File: src/rtl/abst_pkg.sv
// Types and constants for the box builder and ray slab test.
`timescale 1ns / 1ps
package abst_pkg;
    localparam int COORD_W    = 32;
    localparam int FRAC_BITS  = 16;
    localparam int NUM_W      = COORD_W + 1;
    localparam int QUOT_W     = COORD_W + FRAC_BITS;
    localparam int TIME_W     = QUOT_W + 2;
    localparam int DIV_STEPS  = 2;
    localparam int DIV_CYCLES = QUOT_W / DIV_STEPS;
    localparam int CNT_W      = $clog2(DIV_CYCLES);
    localparam int AXES       = 3;

    localparam logic [1:0] MODE_CLEAR = 2'd0;
    localparam logic [1:0] MODE_FIRST = 2'd1;
    localparam logic [1:0] MODE_GROW  = 2'd2;
    localparam logic [1:0] MODE_QUERY = 2'd3;

    typedef struct packed {
        logic [1:0]                mode;
        logic signed [COORD_W-1:0] pos_x;
        logic signed [COORD_W-1:0] pos_y;
        logic signed [COORD_W-1:0] pos_z;
        logic signed [COORD_W-1:0] dir_x;
        logic signed [COORD_W-1:0] dir_y;
        logic signed [COORD_W-1:0] dir_z;
    } in_word_t;

    typedef struct packed {
        logic                      hit;
        logic signed [COORD_W-1:0] t_entry;
    } out_word_t;

    typedef struct packed {
        logic [AXES-1:0][NUM_W-1:0]   num_lo;
        logic [AXES-1:0][NUM_W-1:0]   num_hi;
        logic [AXES-1:0][COORD_W-1:0] dir;
        logic                         miss;
    } query_t;

    typedef struct packed {
        logic push;
        logic pop;
        logic full;
        logic empty;
    } queue_stat_t;

    typedef enum logic [1:0] {
        BK_IDLE,
        BK_RUN,
        BK_FIN
    } back_state_t;
endpackage

File: src/rtl/abst_div.sv
// Restoring fixed-point divider, two quotient bits per cycle while run is high.
`timescale 1ns / 1ps
module abst_div (
    input  logic                                clk,
    input  logic                                start,
    input  logic                                run,
    input  logic signed [abst_pkg::NUM_W-1:0]   num,
    input  logic signed [abst_pkg::COORD_W-1:0] den,
    output logic signed [abst_pkg::TIME_W-1:0]  quot
);
    import abst_pkg::*;

    logic [COORD_W-1:0] rem_reg, rem_next;
    logic [QUOT_W-1:0]  dvd_reg, dvd_next;
    logic [COORD_W-1:0] den_reg;
    logic               neg_reg;
    logic [NUM_W-1:0]   num_mag;
    logic [NUM_W-1:0]   den_mag;
    logic [NUM_W-1:0]   trial;

    assign num_mag = num[NUM_W-1] ? NUM_W'(-num) : NUM_W'(num);
    assign den_mag = den[COORD_W-1] ? -NUM_W'(den) : NUM_W'(den);

    // Shift dividend bits into the remainder; quotient bits fill in behind.
    always_comb
    begin
        rem_next = rem_reg;
        dvd_next = dvd_reg;
        trial    = '0;
        for (int s = 0; s < DIV_STEPS; s++)
        begin
            trial    = {rem_next, dvd_next[QUOT_W-1]};
            dvd_next = {dvd_next[QUOT_W-2:0], 1'b0};
            if (trial >= {1'b0, den_reg})
            begin
                trial       = trial - {1'b0, den_reg};
                dvd_next[0] = 1'b1;
            end
            rem_next = trial[COORD_W-1:0];
        end
    end

    always_ff @(posedge clk)
    begin
        if (start)
        begin
            rem_reg <= '0;
            dvd_reg <= {num_mag[COORD_W-1:0], {FRAC_BITS{1'b0}}};
            den_reg <= den_mag[COORD_W-1:0];
            neg_reg <= num[NUM_W-1] ^ den[COORD_W-1];
        end
        else if (run)
        begin
            rem_reg <= rem_next;
            dvd_reg <= dvd_next;
        end
    end

    assign quot = neg_reg ? -$signed({2'b00, dvd_reg}) : $signed({2'b00, dvd_reg});
endmodule

File: src/rtl/abst_back.sv
// Back end: per-axis divisions, entry/exit reduction, result register.
`timescale 1ns / 1ps
module abst_back (
    input  logic               clk,
    input  logic               rst_n,
    input  logic               q_empty,
    input  abst_pkg::query_t   q_data,
    output logic               q_pop,
    output logic               out_valid,
    input  logic               out_ready,
    output abst_pkg::out_word_t out_data
);
    import abst_pkg::*;

    localparam logic signed [TIME_W-1:0] T_POS = TIME_W'(1) << QUOT_W;
    localparam logic signed [TIME_W-1:0] T_NEG = -T_POS;
    localparam logic signed [TIME_W-1:0] SAT_HI =
        {{(TIME_W-COORD_W+1){1'b0}}, {(COORD_W-1){1'b1}}};
    localparam logic signed [TIME_W-1:0] SAT_LO = ~SAT_HI;

    back_state_t               state_reg, state_next;
    logic [CNT_W-1:0]          cnt_reg;
    logic [AXES-1:0]           dzero_reg;
    logic                      miss_reg;
    logic                      out_valid_reg;
    out_word_t                 out_reg;
    logic                      start, run, load_out;
    logic signed [TIME_W-1:0]  q_lo [AXES];
    logic signed [TIME_W-1:0]  q_hi [AXES];
    logic signed [TIME_W-1:0]  t_near, t_far, lo, hi, te;
    logic                      hit;

    for (genvar a = 0; a < AXES; a++)
    begin : g_axis
        abst_div u_div_lo (
            .clk  (clk),
            .start(start),
            .run  (run),
            .num  ($signed(q_data.num_lo[a])),
            .den  ($signed(q_data.dir[a])),
            .quot (q_lo[a])
        );
        abst_div u_div_hi (
            .clk  (clk),
            .start(start),
            .run  (run),
            .num  ($signed(q_data.num_hi[a])),
            .den  ($signed(q_data.dir[a])),
            .quot (q_hi[a])
        );
    end

    always_comb
    begin
        state_next = state_reg;
        unique case (state_reg)
            BK_IDLE: if (!q_empty) state_next = BK_RUN;
            BK_RUN:  if (cnt_reg == CNT_W'(DIV_CYCLES - 1)) state_next = BK_FIN;
            BK_FIN:  if (!out_valid_reg || out_ready) state_next = BK_IDLE;
            default: state_next = BK_IDLE;
        endcase
    end

    always_comb
    begin
        start    = 1'b0;
        run      = 1'b0;
        load_out = 1'b0;
        unique case (state_reg)
            BK_IDLE: start = !q_empty;
            BK_RUN:  run = 1'b1;
            BK_FIN:  load_out = !out_valid_reg || out_ready;
            default: start = 1'b0;
        endcase
    end

    assign q_pop = start;

    always_comb
    begin
        t_near = T_NEG;
        t_far  = T_POS;
        for (int a = 0; a < AXES; a++)
        begin
            lo = (q_lo[a] < q_hi[a]) ? q_lo[a] : q_hi[a];
            hi = (q_lo[a] < q_hi[a]) ? q_hi[a] : q_lo[a];
            if (!dzero_reg[a])
            begin
                if (lo > t_near)
                    t_near = lo;
                if (hi < t_far)
                    t_far = hi;
            end
        end
        hit = !miss_reg && (t_far >= t_near) && (t_far > 0);
        te = t_near;
        if (te > SAT_HI)
            te = SAT_HI;
        if (te < SAT_LO)
            te = SAT_LO;
    end

    always_ff @(posedge clk)
    begin
        if (start)
        begin
            miss_reg <= q_data.miss;
            for (int a = 0; a < AXES; a++)
                dzero_reg[a] <= (q_data.dir[a] == '0);
        end
        if (load_out)
        begin
            out_reg.hit     <= hit;
            out_reg.t_entry <= te[COORD_W-1:0];
        end
    end

    always_ff @(posedge clk or negedge rst_n)
    begin
        if (!rst_n)
        begin
            state_reg     <= BK_IDLE;
            cnt_reg       <= '0;
            out_valid_reg <= 1'b0;
        end
        else
        begin
            state_reg <= state_next;
            if (start)
                cnt_reg <= '0;
            else if (run)
                cnt_reg <= cnt_reg + CNT_W'(1);
            if (load_out)
                out_valid_reg <= 1'b1;
            else if (out_ready)
                out_valid_reg <= 1'b0;
        end
    end

    assign out_valid = out_valid_reg;
    assign out_data  = out_reg;
endmodule

File: config.mk
export PLATFORM = sky130hd
export DESIGN_NAME = abst_back
export DESIGN_NICKNAME = d
export VERILOG_FILES = /design/src/rtl/abst_pkg.sv /design/src/rtl/abst_div.sv /design/src/rtl/abst_back.sv
export SDC_FILE = /design/constraint.sdc
export NUM_CORES = 2
export LEC_CHECK = 0
export ABC_AREA = 1
export BUFFER_PORTS_ARGS = -buffer_cell sky130_fd_sc_hd__buf_2
export CAP_MARGIN = 20
export CORE_ASPECT_RATIO = 1.5
export CORE_MARGIN = 2
export CORE_UTILIZATION = 40
export DETAILED_ROUTE_END_ITERATION = 10
export MAX_ROUTING_LAYER = met4
export SYNTH_ARGS = -nofsm -noshare
export SYNTH_HDL_FRONTEND = slang
export SYNTH_SLANG_ARGS = --single-unit
File: constraint.sdc
create_clock -name clk -period 14.3 [get_ports clk]
set_input_delay 1.43 -clock clk [delete_from_list [all_inputs] [get_ports clk]]
set_output_delay 1.43 -clock clk [all_outputs]
set_load 0.05 [all_outputs]
### Word level (Yosys, flattened, before mapping)

Index checks and enable logic that the tools add are counted.

* $add $sub $neg: 28
* magnitude comparators: 25
* equal/unequal tests: 6
* mux-type cells: 81
* bitwise gates (word level): 6
* reduce and logical (&&, ||, !) cells: 13

Operator list (count)
* $mux W50: 25
* $mux W32: 18
* $mux W48: 12
* $ge A33 B32 Y1: 12
* $sub A32 B32 Y32: 12
* $neg A48 Y50: 6
* $neg A32 Y32: 9
* $lt A50 B50 Y1: 5
* $gt A50 B50 Y1: 2
* $logic_not A32 Y1: 3
* $mux W31: 3
* $ge A50 B50 Y1: 1
* $gt A50 B1 Y1 const B: 1
* $gt A50 B32 Y1 const B: 1
* $gt A50 B49 Y1 const B: 1
* $lt A50 B32 Y1 const B: 1
* $lt A50 B50 Y1 const B: 1
* $mux W1: 17
* $mux W5: 2
* $mux W2: 3
* $ne A2 B2 Y1 const B: 3
* $pmux W2 S3: 1
* $xor A1 B1 Y1: 6
* $add A5 B1 Y5 const B: 1
* 9 further kinds: 13

* bits in registers: 627
* output and inout bits: 35

### Depth between registers and ports, before layout

* depth in word-level cells: 16
* mapped depth: 93
* mapped depth without buffers: 88

### Hierarchy

From an unflattened synthesis, not the netlist that was laid out.

* cells, all modules: 14192
* area, all modules: 89622.2 sq um

By module, submodules not included
* abst_div (g_axis[0].u_div_lo ...): instances 4, cells each 1851, area each 11830.1 sq um, sequential area each 2912.8 sq um
* abst_back: instances 1, cells each 3053, area each 18094.9 sq um, sequential area each 1311.3 sq um
* abst_div (g_axis[2].u_div_hi): instances 1, cells each 1832, area each 12165.4 sq um, sequential area each 2912.8 sq um
* abst_div (g_axis[0].u_div_hi): instances 1, cells each 1903, area each 12041.5 sq um, sequential area each 2912.8 sq um

### Worst setup path after synthesis

No wires, ideal clock.

* path kind: reg-to-reg
* start point: reg g_axis[1].u_div_lo.dvd_reg[0]
* end point: reg out_reg (netlist bit out_data[32]) (data pin)
* arrival: 12.487 ns
* slack: 1.559 ns
* stages on the path, launching flop included: 93
* buffers on the path: 8
* period minus slack after synthesis: 12.741 ns
* cell sequence: dfxtp_1 inv_1 ha_1 inv_1 nor3_1 inv_1 nor3_1 inv_1 nor4_2 inv_1 nor2_1 nand4_1 nor3_1 nand2_1 nor2_2 nand4_1 nor2_1 nand3_1 [57 not listed] nand2_1 o21ai_0 ha_1 a21oi_1 o21a_1 o21ai_0 nand2_1 o311ai_0 nand2_1 o211ai_1 a21oi_1 o31ai_1 a31o_2 nand2_1 o2111ai_1 xnor2_1 o21ai_1 nor2_1

* word-level cells in the longest chain between the ends: 13

Ends and longest elaborated chain
* start, declared: line abst_div.sv:14 `logic [QUOT_W-1:0] dvd_reg, dvd_next;`
* start signal, assigned: line abst_div.sv:48 `dvd_reg <= {num_mag[COORD_W-1:0], {FRAC_BITS{1'b0}}};`
* start signal, assigned: line abst_div.sv:55 `dvd_reg <= dvd_next;`
* $neg A48 Y50: line abst_div.sv:59 `assign quot = neg_reg ? -$signed({2'b00, dvd_reg}) : $signed({2'b00, dvd_reg});`
* $mux W50 *: line abst_div.sv:59
* $lt A50 B50 Y1: line abst_back.sv:85, abst_back.sv:86
* $mux W50 (on tied branches): line abst_back.sv:86, abst_back.sv:85
* $lt A50 B50 Y1 or $gt A50 B50 Y1 (tied branches): line abst_back.sv:91, abst_back.sv:89
* $mux W50 (on tied branches): line abst_back.sv:91, abst_back.sv:89
* $mux W50: line abst_back.sv:87 `if (!dzero_reg[a])`
* $lt A50 B50 Y1 or $gt A50 B50 Y1 (tied branches): line abst_back.sv:91, abst_back.sv:89
* $mux W50 (on tied branches): line abst_back.sv:91, abst_back.sv:89
* $mux W50: line abst_back.sv:87
* $ge A50 B50 Y1: line abst_back.sv:95 `hit = !miss_reg && (t_far >= t_near) && (t_far > 0);`
* $logic_and A1 B1 Y1: line abst_back.sv:95
* $logic_and A1 B1 Y1 *: line abst_back.sv:95
* via hit: line abst_back.sv:31 `logic hit;`
* end, declared: line abst_back.sv:26 `out_word_t out_reg;`

Mark *: on every way through the listed nets, which the timed path passes. The rest lies on a longest branch.
A chain may end at the register's enable or synchronous reset.

### Final worst setup path

* start point: reg g_axis[1].u_div_hi.dvd_reg[0]
* end point: reg out_reg (netlist bit out_data[32]) (data pin)

* word-level cells in the longest chain between the ends: 13

Ends and longest elaborated chain (line)
* start, declared: abst_div.sv:14
* start signal, assigned: abst_div.sv:48
* start signal, assigned: abst_div.sv:55
* $neg A48 Y50: abst_div.sv:59
* $mux W50 *: abst_div.sv:59
* $lt A50 B50 Y1: abst_back.sv:85, abst_back.sv:86
* $mux W50 (on tied branches): abst_back.sv:86, abst_back.sv:85
* $lt A50 B50 Y1 or $gt A50 B50 Y1 (tied branches): abst_back.sv:91, abst_back.sv:89
* $mux W50 (on tied branches): abst_back.sv:91, abst_back.sv:89
* $mux W50: abst_back.sv:87
* $lt A50 B50 Y1 or $gt A50 B50 Y1 (tied branches): abst_back.sv:91, abst_back.sv:89
* $mux W50 (on tied branches): abst_back.sv:91, abst_back.sv:89
* $mux W50: abst_back.sv:87
* $ge A50 B50 Y1: abst_back.sv:95
* $logic_and A1 B1 Y1: abst_back.sv:95
* $logic_and A1 B1 Y1 *: abst_back.sv:95
* via hit: abst_back.sv:31

Marks and branches as above.

==> tab_implementation.tex <==
\begin{tabular}{lr}
\hline
Metric & Value \\
\hline
\multicolumn{2}{l}{\textbf{STA}} \\
Final Cycle Share & 0.942 \\
F\_max & 74.3 MHz \\
Headroom to the max-slew limit & 0.188 \\
Pins Over Slew Limit & 0 \\
Slew @ Worst Pin & 1.20 ns \\
Final hold violations & 0 \\
Final WS setup & 0.835 ns \\
Final setup skew & 0.0414 ns \\
Setup-violating endpoint count in the final report & 0 \\
Fin crit period & 13.47 ns \\
\multicolumn{2}{l}{\textbf{Synth}} \\
Number of different library cells in the post-synthesis netlist & 80 \\
Syn Area/Cell & 6.71 sq um \\
EDFF count, synth & 331 \\
Total of flip-flops plus latches after synthesis & 627 \\
Predominant post-synthesis flop cell & edfxtp\_1 \\
Sequential share of the synthesized area & 0.225 \\
Fraction of synthesis flops using an asynchronous set or reset pin & 0.0128 \\
Synth Instances & 10.5k \\
Cell area after synthesis & 70,700 sq um \\
Net count after synthesis & 11.6k \\
Number of warnings reported in the yosys synthesis log & 0 \\
\multicolumn{2}{l}{\textbf{Critical path}} \\
Worst EP required & 14.76 ns \\
Capturing element type of the critical path & register \\
Buffers plus inverters on the worst setup path & 13 \\
Largest fanout of any net on the critical path & 9 \\
Category of cells accounting for the largest share of critical-path delay & compound AO/OA/AOI/OAI gates \\
Critical path's largest stage delay & 0.36 ns \\
Critical path class & register to register \\
Worst reg2reg setup slack & 0.83 ns \\
Arrival time reported for the critical path endpoint & 13.92 ns \\
Crit path top cell by count & nand2\_1 \\
CP max-delay cell & dfxtp\_1 \\
Critical path startpoint category & register \\
\multicolumn{2}{l}{\textbf{Floorplan}} \\
Die height & 519 microns \\
Standard cell core area & 176,000 sq um \\
Starting density of the core & 0.401 \\
Die width & 347 microns \\
Standard-cell row count & 189 \\
Number of top-level pins & 334 \\
Die Area & 180,000 sq um \\
\multicolumn{2}{l}{\textbf{Global route}} \\
Met1 GRT Util & 0.337 \\
Maximum number of pins on one net before global-route repair & 175 \\
Gr ovfl total & 0 \\
Global routing's busiest layer & met2 \\
Number of antenna violations at the first check in global routing & 51 \\
GRT Overall Usage & 0.310 \\
Global-route wire length before repair & 420 mm \\
GR Util met2 & 0.537 \\
Global Route met3 Usage & 0.0468 \\
Number of global-route vias before repair & 72.0k \\
\multicolumn{2}{l}{\textbf{Clock network}} \\
CTS tree & done \\
Clock Tree Buf Depth & 3 \\
Cts-stage hold buffer count & 0 \\
Count of H-tree levels built during CTS & 3 \\
CTS Sinks & 627 \\
Worst skew pair latency & 0.72 ns \\
Number of buffers created by CTS & 74 \\
Clock-pin slew on the worst setup and hold paths & 0.07 ns \\
Master cell of the clock root buffer & clkbuf\_16 \\
\multicolumn{2}{l}{\textbf{Route}} \\
Remaining number of nets flagged by the antenna check after routing & 0 \\
Vias per inst & 5.68 \\
Wire length per cell & 21.5 microns \\
Drt first pass iters & 6 \\
Drt first-iter violations & 5,506 \\
Count of unresolved DRC violations after routing & 0 \\
Sum of routed wire length over all layers & 283 mm \\
Total number of vias & 74.8k \\
\multicolumn{2}{l}{\textbf{Cells and area}} \\
Share of cells above drive strength 1 & 0.0840 \\
Leading cell type in the layout, fill and taps excluded & nand2\_1 \\
Post-layout nets & 11.9k \\
Filler cell count in the final layout & 18.3k \\
Most frequent cells in the layout & nand2\_1, inv\_1, o21ai\_0 \\
Syn-to-layout area delta & 10.8\% \\
\multicolumn{2}{l}{\textbf{Place}} \\
Worst slack at placement & -0.132 ns \\
Placer Congestion & 1.04 \\
DP Wirelength & 228 mm \\
Port buffer count & 333 \\
\multicolumn{2}{l}{\textbf{Min path}} \\
Tightest Hold Check Type & register to register \\
\multicolumn{2}{l}{\textbf{Run}} \\
Max-cap violations & 0 \\
\multicolumn{2}{l}{\textbf{Run status}} \\
Result of the run & finished, final reports clean \\
\hline
\end{tabular}
-- worst paths after layout --
check / from / endpoint / cells after the start
max: g_axis[1].u_div_hi.dvd_reg[0]$_SDFFE_PP0P_ / out_data[32]$_DFFE_PP_ / 88
min: g_axis[1].u_div_hi.rem_reg[7]$_SDFFE_PP0P_ / g_axis[1].u_div_hi.rem_reg[7]$_SDFFE_PP0P_ / 2
max reg2reg: g_axis[1].u_div_hi.dvd_reg[0]$_SDFFE_PP0P_ / out_data[32]$_DFFE_PP_ / 88
min reg2reg: g_axis[1].u_div_hi.rem_reg[7]$_SDFFE_PP0P_ / g_axis[1].u_div_hi.rem_reg[7]$_SDFFE_PP0P_ / 2
max in group asynchronous: rst_n / cnt_reg[0]$_DFFE_PN0P_ / 1
min in group asynchronous: rst_n / out_valid$_DFFE_PN0P_ / 1
-- worst min-delay path, delay by kind of cell (launching register included) --
family / cells / cell delay (ns)
flip-flops: 1 / 0.32
AND/OR/NAND/NOR: 1 / 0.06
AO/OA/AOI/OAI: 1 / 0.06
-- stage by stage --
stage	instances	hold slack (ns)	util	area, sq um	setup TNS, ns
detailed placement	13000	0.482	0.426	75100	-0.132
global route	13200	0.506	0.445	78400	-0.113
finish	13200	0.492	0.445	78400	0
global placement	13000	0.478	0.426	75100	0
CTS	13100	0.492	0.441	77700	0
floorplan	10500	0.459	-	70700	0
-- per-layer routing --
| layer | vias to the layer above | share of wire | wire (microns) |
|---|---|---|---|
| met3 | 681 | 0.059 | 16700 |
| met2 | 2312 | 0.49 | 139000 |
| met1 | 35000 | 0.39 | 109000 |
| met5 | - | 0 | 0 |
| li1 | 36700 | - | - |
| met4 | 0 | 0.063 | 17800 |
-- cell usage after synthesis (34+ instances only) --
library cell,number,area [sq um]
nor4_1,69,432
clkbuf_1,292,1100
nand3_1,338,1690
nand4_1,150,938
xor2_1,456,3990
o21ai_0,1044,5230
a211oi_1,34,255
o31ai_1,40,300
o211ai_1,162,1220
dfxtp_1,288,5770
a31oi_1,92,576
inv_1,1251,4700
nand2_1,2369,8890
edfxtp_1,331,9940
ha_1,789,9870
o22ai_1,226,1410
buf_1,41,154
a21oi_1,831,4160
or2_2,35,219
nor2_1,797,2990
o21ai_1,77,385
nor3_1,191,956
xnor2_1,134,1170
-- cell type report --
class                      count  area (sq um)  share of cell area
multi-input combinational   8260         48800               0.623
antenna                       49           123             0.00156
tap                         2292          2870              0.0366
timing repair buffer         524          3260              0.0416
inverter                    1284          4830              0.0616
clock buffer                 104          2190              0.0279
sequential                   627         15900               0.203
clock inverter                32           362             0.00461
-- kinds of logic (layout without fill, tap and decap cells) --
group / Yosys count / count (layout) / synth area share
simple gates: 4078 / 4080 / 0.243
compound gates: 2786 / 2786 / 0.225
xor+xnor: 590 / 590 / 0.0731
flops: 627 / 627 / 0.225
fa+ha+maj: 801 / 801 / 0.143
other cells: 0 / 49 / 0
mux: 3 / 3 / 0.000425
buf+inv: 1660 / 1944 / 0.0907
-- timing repair --
item,CTS,global route
endpoints found under the setup margin,1,32
gates cloned,0,4
pin swaps,0,32
setup buffers,0,17
resized for setup,2,93
Power is not shown: default switching activity piles up to over one toggle a cycle in this logic, so the estimate is an artifact.
